**src/rtl/core/fra_pkg.sv**
```systemverilog
// Package: widths, commands, status codes for fraction_arith_reduce.
`default_nettype none
package fra_pkg;
  localparam int OperandWidth = 16;
  localparam int OutBits = 33;
  localparam logic [1:0] CMD_MUL = 2'd0;
  localparam logic [1:0] CMD_DIV = 2'd1;
  localparam logic [1:0] CMD_ADD = 2'd2;
  localparam logic [1:0] CMD_SUB = 2'd3;
  localparam logic [1:0] ST_OK = 2'd0;
  localparam logic [1:0] ST_ZERO_IN = 2'd1;
  localparam logic [1:0] ST_ZERO_RES = 2'd2;
  localparam int OutBytes = (2 + 4 * OutBits + 1 + 7) / 8;
endpackage
`default_nettype wire

```
**src/rtl/core/fraction_arith_reduce.sv**
```systemverilog
// Top level: fraction cross products, Euclid gcd and reduction.
//  channel | dir | tdata fields (low bit first)
//  s_axis  | in  | command, num_a, den_a, num_b, den_b
//  m_axis  | out | status, raw_num, raw_den, red_num, red_den, was_reduced
// Products are formed one per cycle on a single 2W-bit multiplier.
// Each gcd step and both final divisions run on one 64-bit serial divider.
// Reset clears control only. s_axis_tready is low from accept until the
// result is taken; the result register holds while m_axis_tready is low.
`default_nettype none
module fraction_arith_reduce #(
  parameter int OPERAND_WIDTH = fra_pkg::OperandWidth
) (
  input  wire logic clk_i,
  input  wire logic rst_ni,
  input  wire logic s_axis_tvalid,
  output logic      s_axis_tready,
  // command, num_a, den_a, num_b, den_b
  input  wire logic [((2 + 4 * OPERAND_WIDTH + 7) / 8) * 8 - 1:0] s_axis_tdata,
  output logic      m_axis_tvalid,
  input  wire logic m_axis_tready,
  // status, raw_numerator, raw_denominator, reduced_numerator,
  // reduced_denominator, was_reduced
  output logic [fra_pkg::OutBytes * 8 - 1:0] m_axis_tdata
);
  localparam int W = OPERAND_WIDTH;
  localparam int P = 2 * W + 1;
  localparam int DW = 64;
  localparam int OB = fra_pkg::OutBits;

  localparam logic [2:0] S_IDLE = 3'd0;
  localparam logic [2:0] S_MUL = 3'd1;
  localparam logic [2:0] S_GCD = 3'd2;
  localparam logic [2:0] S_DIVN = 3'd3;
  localparam logic [2:0] S_DIVD = 3'd4;
  localparam logic [2:0] S_OUT = 3'd5;
  localparam logic [2:0] S_WAIT = 3'd6;

  logic [2:0] st_q, st_d;
  logic [1:0] step_q, step_d;
  logic [1:0] cmd_q;
  logic signed [W-1:0] na_q, da_q, nb_q, db_q;
  logic signed [P-1:0] rn_q, rd_q;
  logic [DW-1:0] ga_q, gb_q, qn_q;
  logic pend_q;
  logic [1:0] stat_q;
  logic [OB-1:0] onum_q, oden_q, oqn_q, oqd_q;
  logic ored_q, ovalid_q;
  logic signed [W-1:0] ma, mb;
  logic signed [2*W-1:0] prod;
  logic div_start, div_done;
  logic [DW-1:0] div_a, div_b, div_q, div_r;
  logic [DW-1:0] rn_mag, rd_mag;
  logic [DW-1:0] qsn, qsd;

  assign prod = ma * mb;
  assign rn_mag = rn_q[P-1] ? DW'(-rn_q) : DW'(rn_q);
  assign rd_mag = rd_q[P-1] ? DW'(-rd_q) : DW'(rd_q);
  assign qsn = rn_q[P-1] ? -qn_q : qn_q;
  assign qsd = rd_q[P-1] ? -div_q : div_q;

  always_comb begin
    ma = na_q; mb = nb_q;
    case (step_q)
      2'd0: begin
        ma = na_q;
        mb = (cmd_q == fra_pkg::CMD_MUL) ? nb_q : db_q;
      end
      2'd1: begin
        ma = da_q;
        mb = (cmd_q == fra_pkg::CMD_DIV) ? nb_q : db_q;
      end
      2'd2: begin ma = da_q; mb = nb_q; end
      default: begin ma = na_q; mb = nb_q; end
    endcase
  end

  fra_divu #(.W(DW)) u_div (
    .clk_i, .rst_ni, .start_i(div_start), .dividend_i(div_a),
    .divisor_i(div_b), .done_o(div_done), .quot_o(div_q), .rem_o(div_r)
  );

  always_comb begin
    st_d = st_q; step_d = step_q;
    div_start = 1'b0; div_a = ga_q; div_b = gb_q;
    case (st_q)
      S_IDLE: if (s_axis_tvalid && s_axis_tready) begin
        st_d = S_MUL; step_d = 2'd0;
      end
      S_MUL: begin
        step_d = step_q + 1'b1;
        if (step_q == 2'd2) st_d = S_GCD;
      end
      S_GCD: if (!pend_q) begin
        if (rd_q == '0) st_d = S_OUT;
        else if (gb_q == '0) begin
          st_d = S_DIVN; div_start = 1'b1; div_a = rn_mag; div_b = ga_q;
        end else div_start = 1'b1;
      end else if (div_done) st_d = S_GCD;
      S_DIVN: if (!pend_q) begin
        div_start = 1'b1; div_a = rd_mag; div_b = ga_q; st_d = S_DIVD;
      end
      S_DIVD: if (div_done) st_d = S_OUT;
      S_OUT: st_d = S_WAIT;
      S_WAIT: if (m_axis_tready) st_d = S_IDLE;
      default: st_d = S_IDLE;
    endcase
  end

  always_ff @(posedge clk_i or negedge rst_ni) begin
    if (!rst_ni) begin
      st_q <= S_IDLE; step_q <= '0; pend_q <= 1'b0; ovalid_q <= 1'b0;
    end else begin
      st_q <= st_d; step_q <= step_d;
      if (div_start) pend_q <= 1'b1;
      else if (div_done) pend_q <= 1'b0;
      if (st_q == S_OUT) ovalid_q <= 1'b1;
      else if (m_axis_tready) ovalid_q <= 1'b0;
    end
  end

  always_ff @(posedge clk_i) begin
    if (st_q == S_IDLE && s_axis_tvalid) begin
      cmd_q <= s_axis_tdata[1:0];
      na_q <= s_axis_tdata[2 +: W];
      da_q <= s_axis_tdata[2 + W +: W];
      nb_q <= s_axis_tdata[2 + 2 * W +: W];
      db_q <= s_axis_tdata[2 + 3 * W +: W];
    end
    if (st_q == S_MUL) begin
      case (step_q)
        2'd0: rn_q <= P'(prod);
        2'd1: rd_q <= P'(prod);
        2'd2: begin
          if (cmd_q == fra_pkg::CMD_ADD) rn_q <= rn_q + P'(prod);
          else if (cmd_q == fra_pkg::CMD_SUB) rn_q <= rn_q - P'(prod);
        end
        default: begin end
      endcase
      if (step_q == 2'd2) begin
        ga_q <= (cmd_q[1]) ? ((rn_q + (cmd_q[0] ? -P'(prod) : P'(prod))) < 0 ?
                  DW'(-(rn_q + (cmd_q[0] ? -P'(prod) : P'(prod)))) :
                  DW'(rn_q + (cmd_q[0] ? -P'(prod) : P'(prod)))) : rn_mag;
        gb_q <= rd_mag;
      end
    end
    if (st_q == S_GCD && pend_q && div_done) begin
      ga_q <= gb_q; gb_q <= div_r;
    end
    if (st_q == S_DIVN && pend_q && div_done) qn_q <= div_q;
    if (st_q == S_OUT || (st_q == S_DIVD && div_done)) begin
      if (da_q == '0 || db_q == '0) begin
        stat_q <= fra_pkg::ST_ZERO_IN;
        onum_q <= '0; oden_q <= '0; oqn_q <= '0; oqd_q <= '0; ored_q <= 1'b0;
      end else begin
        onum_q <= OB'(rn_q); oden_q <= OB'(rd_q);
        if (rd_q == '0) begin
          stat_q <= fra_pkg::ST_ZERO_RES;
          oqn_q <= '0; oqd_q <= '0; ored_q <= 1'b0;
        end else if (st_q == S_DIVD) begin
          stat_q <= fra_pkg::ST_OK;
          oqn_q <= OB'(qsn); oqd_q <= OB'(qsd); ored_q <= (ga_q > DW'(1));
        end
      end
    end
  end

  assign s_axis_tready = (st_q == S_IDLE);
  assign m_axis_tvalid = ovalid_q;
  assign m_axis_tdata = {{(fra_pkg::OutBytes * 8 - 4 * OB - 3){1'b0}},
                         ored_q, oqd_q, oqn_q, oden_q, onum_q, stat_q};
endmodule
`default_nettype wire

```
**src/rtl/core/fra_divu.sv**
```systemverilog
// Shared restoring divider: one quotient bit per cycle, unsigned.
`default_nettype none
module fra_divu #(
  parameter int W = 64
) (
  input  wire logic         clk_i,
  input  wire logic         rst_ni,
  input  wire logic         start_i,
  input  wire logic [W-1:0] dividend_i,
  input  wire logic [W-1:0] divisor_i,
  output logic              done_o,
  output logic [W-1:0]      quot_o,
  output logic [W-1:0]      rem_o
);
  localparam int CW = $clog2(W + 1);
  logic [W-1:0] q_q, q_d, r_q, r_d, d_q, d_d;
  logic [CW-1:0] cnt_q, cnt_d;
  logic busy_q, busy_d, done_q, done_d;
  logic [W:0] sh, diff;

  always_comb begin
    sh = {r_q, q_q[W-1]};
    diff = sh - {1'b0, d_q};
    q_d = q_q; r_d = r_q; d_d = d_q; cnt_d = cnt_q;
    busy_d = busy_q; done_d = 1'b0;
    if (start_i) begin
      q_d = dividend_i; r_d = '0; d_d = divisor_i;
      cnt_d = CW'(W); busy_d = 1'b1;
    end else if (busy_q) begin
      if (!diff[W]) begin
        r_d = diff[W-1:0]; q_d = {q_q[W-2:0], 1'b1};
      end else begin
        r_d = sh[W-1:0]; q_d = {q_q[W-2:0], 1'b0};
      end
      cnt_d = cnt_q - 1'b1;
      if (cnt_q == CW'(1)) begin
        busy_d = 1'b0; done_d = 1'b1;
      end
    end
  end

  always_ff @(posedge clk_i or negedge rst_ni) begin
    if (!rst_ni) begin
      busy_q <= 1'b0; done_q <= 1'b0; cnt_q <= '0;
    end else begin
      busy_q <= busy_d; done_q <= done_d; cnt_q <= cnt_d;
    end
  end

  always_ff @(posedge clk_i) begin
    q_q <= q_d; r_q <= r_d; d_q <= d_d;
  end

  assign done_o = done_q;
  assign quot_o = q_q;
  assign rem_o = r_q;
endmodule
`default_nettype wire
```
**config.mk**
```make
export PLATFORM = sky130hd
export DESIGN_NAME = fraction_arith_reduce
export DESIGN_NICKNAME = d
export VERILOG_FILES = /design/src/rtl/core/fra_pkg.sv /design/src/rtl/core/fraction_arith_reduce.sv /design/src/rtl/core/fra_divu.sv
export SDC_FILE = /design/constraint.sdc
export NUM_CORES = 2
export LEC_CHECK = 0
export BUFFER_PORTS_ARGS = -buffer_cell sky130_fd_sc_hd__buf_2
export CORE_MARGIN = 4
export CORE_UTILIZATION = 50
export CTS_CLUSTER_DIAMETER = 80
export DETAILED_ROUTE_END_ITERATION = 8
export GPL_ROUTABILITY_DRIVEN = 1
export PLACE_DENSITY = 0.67
export SYNTH_ARGS = -nofsm -noshare
export SYNTH_HDL_FRONTEND = slang
export SYNTH_SLANG_ARGS = --single-unit
```
**constraint.sdc**
```tcl
create_clock -name clk_i -period 20.6 [get_ports clk_i]
set_input_delay 2.06 -clock clk_i [delete_from_list [all_inputs] [get_ports clk_i]]
set_output_delay 2.06 -clock clk_i [all_outputs]
set_load 0.005 [all_outputs]
```
==> impl_metrics.ini <==
[status]
status = finished clean

[detailed_routing]
drt-initial-drc-count = 4483
wl_mm = 152
drt-vias-per-instance = 6.03
ant_nets = 0
num_vias = 40929
drc = 0
drt_pass1_iterations = 9
wl_per_cell_um = 22.5

[yosys]
yosysMostFrequentCell = edfxtp_1
avgSynthCellArea_um2 = 9.62
synth_area_leaders = edfxtp_1 33%, fa_1 10%, ha_1 6.4%
yosysTopAreaCellShare_pct = 32.8
synth_edf_count = 554
synth_warnings = 0
async_flop_share_pct = 2.52
yosys.area.top_type = edfxtp_1
yosysSeqAreaShare_pct = 36.1
synth_fp_nets = 5873
synthFlopType = edfxtp_1
synth-seq-cells = 634
syn-cell-area_um2 = 50700
synthTopCellsByCount = 554 x edfxtp_1, 475 x inv_1, 463 x nor2_1
synth.distinct_cells = 94
syn_inst = 5272

[critical_path]
start_kind = flip-flop
path_buf_inv = 8
startpoint = step_q[0]
r2r-start = step_q[0]
critPathMaxStageDelay_ps = 940
cp.arrival_ps = 15200
required_ps = 20960
cp-end-kind = flip-flop
cp_common_cell = inv_1
cpLargestDelayFamily = compound AO/OA/AOI/OAI gates
crit_type = flip-flop to flip-flop
crit_slowest_cell = nor4b_4
cp_max_fo = 27

[place]
port_buffers = 206
gp_congestion = 0.979
dp_hpwl_mm = 116

[clocking]
postCtsSetupBuffers = 0
cts.sink_count = 634
cts_root_buf = clkbuf_16
clock_path_buffers = 3
hold_buffers = 0
clk_pin_slew_ps = 60
cts_tree = done
cts_made_buffers = 74
ctsHtreeMaxLevel = 3
clk_latency_ps = 660
cts-resized-gates = 0

[cells_and_area]
fillCellCount = 8919
regArea_um2 = 18300
multiInputGateArea_um2 = 29500
nets = 5968
layout-drive-gt1-share_pct = 9.54
fin_util_pct = 55.3
area_growth_pct = 9.44

[sta]
final_hold_viol_count = 0
relSlewSlack_pct = 11.2
final_max_slew_viol_count = 0
period_share_pct = 72.0
max_freq_mhz = 67.4
fin_crit_ps = 14840
fin_tns_setup_ps = 0
rsz0062_at_grt = false
tightest_slew_ps = 1320
finalSetupViolations = 0
fin_skew_ps = 46.7

[die]
core_area_um2 = 100000
die_height_um = 326
start_util_pct = 50.6
fp.dieW_um = 326
dieArea_um2 = 107000
rows = 116
io_pins = 214

[global_route]
grt_pass1_vias = 39338
grt_max_degree = 91
grt_overflow = 0
grt_pass1_wl_mm = 234
antenna_found_initial = 3
grt_usage_pct = 28.1

[worst_hold_path]
hold_class = flip-flop to flip-flop
hold_start = st_q[0]

[flow_run]
cap_violations = 0
logic make-up (layout without fill, tap and decap cells):
group,after synthesis,in the layout,synth area share [%]
DFF,634,634,36.1
AOI/OAI and AO/OA,1251,1251,15.9
and+or+nand+nor,1549,1549,14.6
xor gates and xnor gates,407,407,7.03
muxes,164,164,3.70
buffers and inverters,741,897,5.78
other,1,2,0.00740
adders and majority gates,525,525,16.9
worst paths after layout:
kind	end	slack (ps)	cells after the start
setup / recovery	ga_q[60]	5760	42
hold / removal	st_q[0]	520	1
setup reg to reg	ga_q[60]	5760	42
hold reg to reg	st_q[0]	520	1
max in group asynchronous	u_div.busy_q	18850	1
min in group asynchronous	u_div.cnt_q[1]	1380	1
cells in the final DEF, fill, tap and decap left out, drive strengths merged, types with 29 or more instances in the layout:
cell type,n
a21oi,285
nor3,60
buf,282
o31ai,52
nand3,64
mux2,79
a221oi,33
xor2,152
a22o,44
nand2b,49
dfxtp,64
o21a,33
nor2,463
o21ai,379
a21o,134
a31oi,39
edfxtp,554
fa,265
nand2,461
nand4,64
xnor2,255
inv,484
and3,85
clkinv,31
ha,260
and2,48
or3,48
nor2b,29
or4,32
a211oi,32
mux2i,85
nor4,63
clkbuf,89
worst reg2reg max path: cells and delay by family (launching register included):
family / cells / cell delay, ps
compound gates: 13 / 4960
xor+xnor: 1 / 140
fa+ha+maj: 10 / 4530
buf+inv: 8 / 750
flops: 1 / 380
mux: 1 / 240
simple gates: 9 / 3560
stage by stage:
| stage | hold slack (ps) | setup WS, ps | instance area [um2] | std cells |
|---|---|---|---|---|
| floorplan | 472 | 8280 | 50700 | 5272 |
| global route | 526 | 4780 | 55500 | 6785 |
| detailed placement | 501 | 5720 | 53000 | 6648 |
| global placement | 489 | 5930 | 53000 | 6648 |
| finish | 515 | 5760 | 55500 | 6786 |
| CTS | 513 | 5710 | 55500 | 6785 |
area by class of cell:
type                            count  share of cell area (%)
Antenna cell                        1                 0.00451
Clock buffer                       89                    3.49
Inverter                          478                    3.24
Tap cell                         1357                    3.06
Timing Repair Buffer              282                    2.89
Multi-Input combinational cell   3897                    53.2
Clock inverter                     48                    1.06
Sequential cell                   634                    33.0
state kept, by name, summed over array words and instances (netlist names), 2 cells and up:
signal and cells:
oden_q 32, rn_q 33, oqn_q 33, oqd_q 33, cmd_q 2, nb_q 16, u_div.quot_o 64, da_q 16
gb_q 64, rd_q 32, st_q 3, u_div.cnt_q 7, qn_q 33, ga_q 64, u_div.rem_o 64, u_div.d_q 64
onum_q 33, db_q 16, na_q 16, step_q 2, stat_q 2
routing by layer:
| layer | routed length (um) | GRT usage, % |
|---|---|---|
| met3 | 12200 | 4.01 |
| met5 | 12 | 0 |
| met4 | 7680 | 11.9 |
| met2 | 69400 | 44.8 |
| met1 | 63200 | 38.5 |
Power is left out: the tool's default activity adds up to more than one toggle a clock period on the data nets, which glitch-free logic cannot reach.
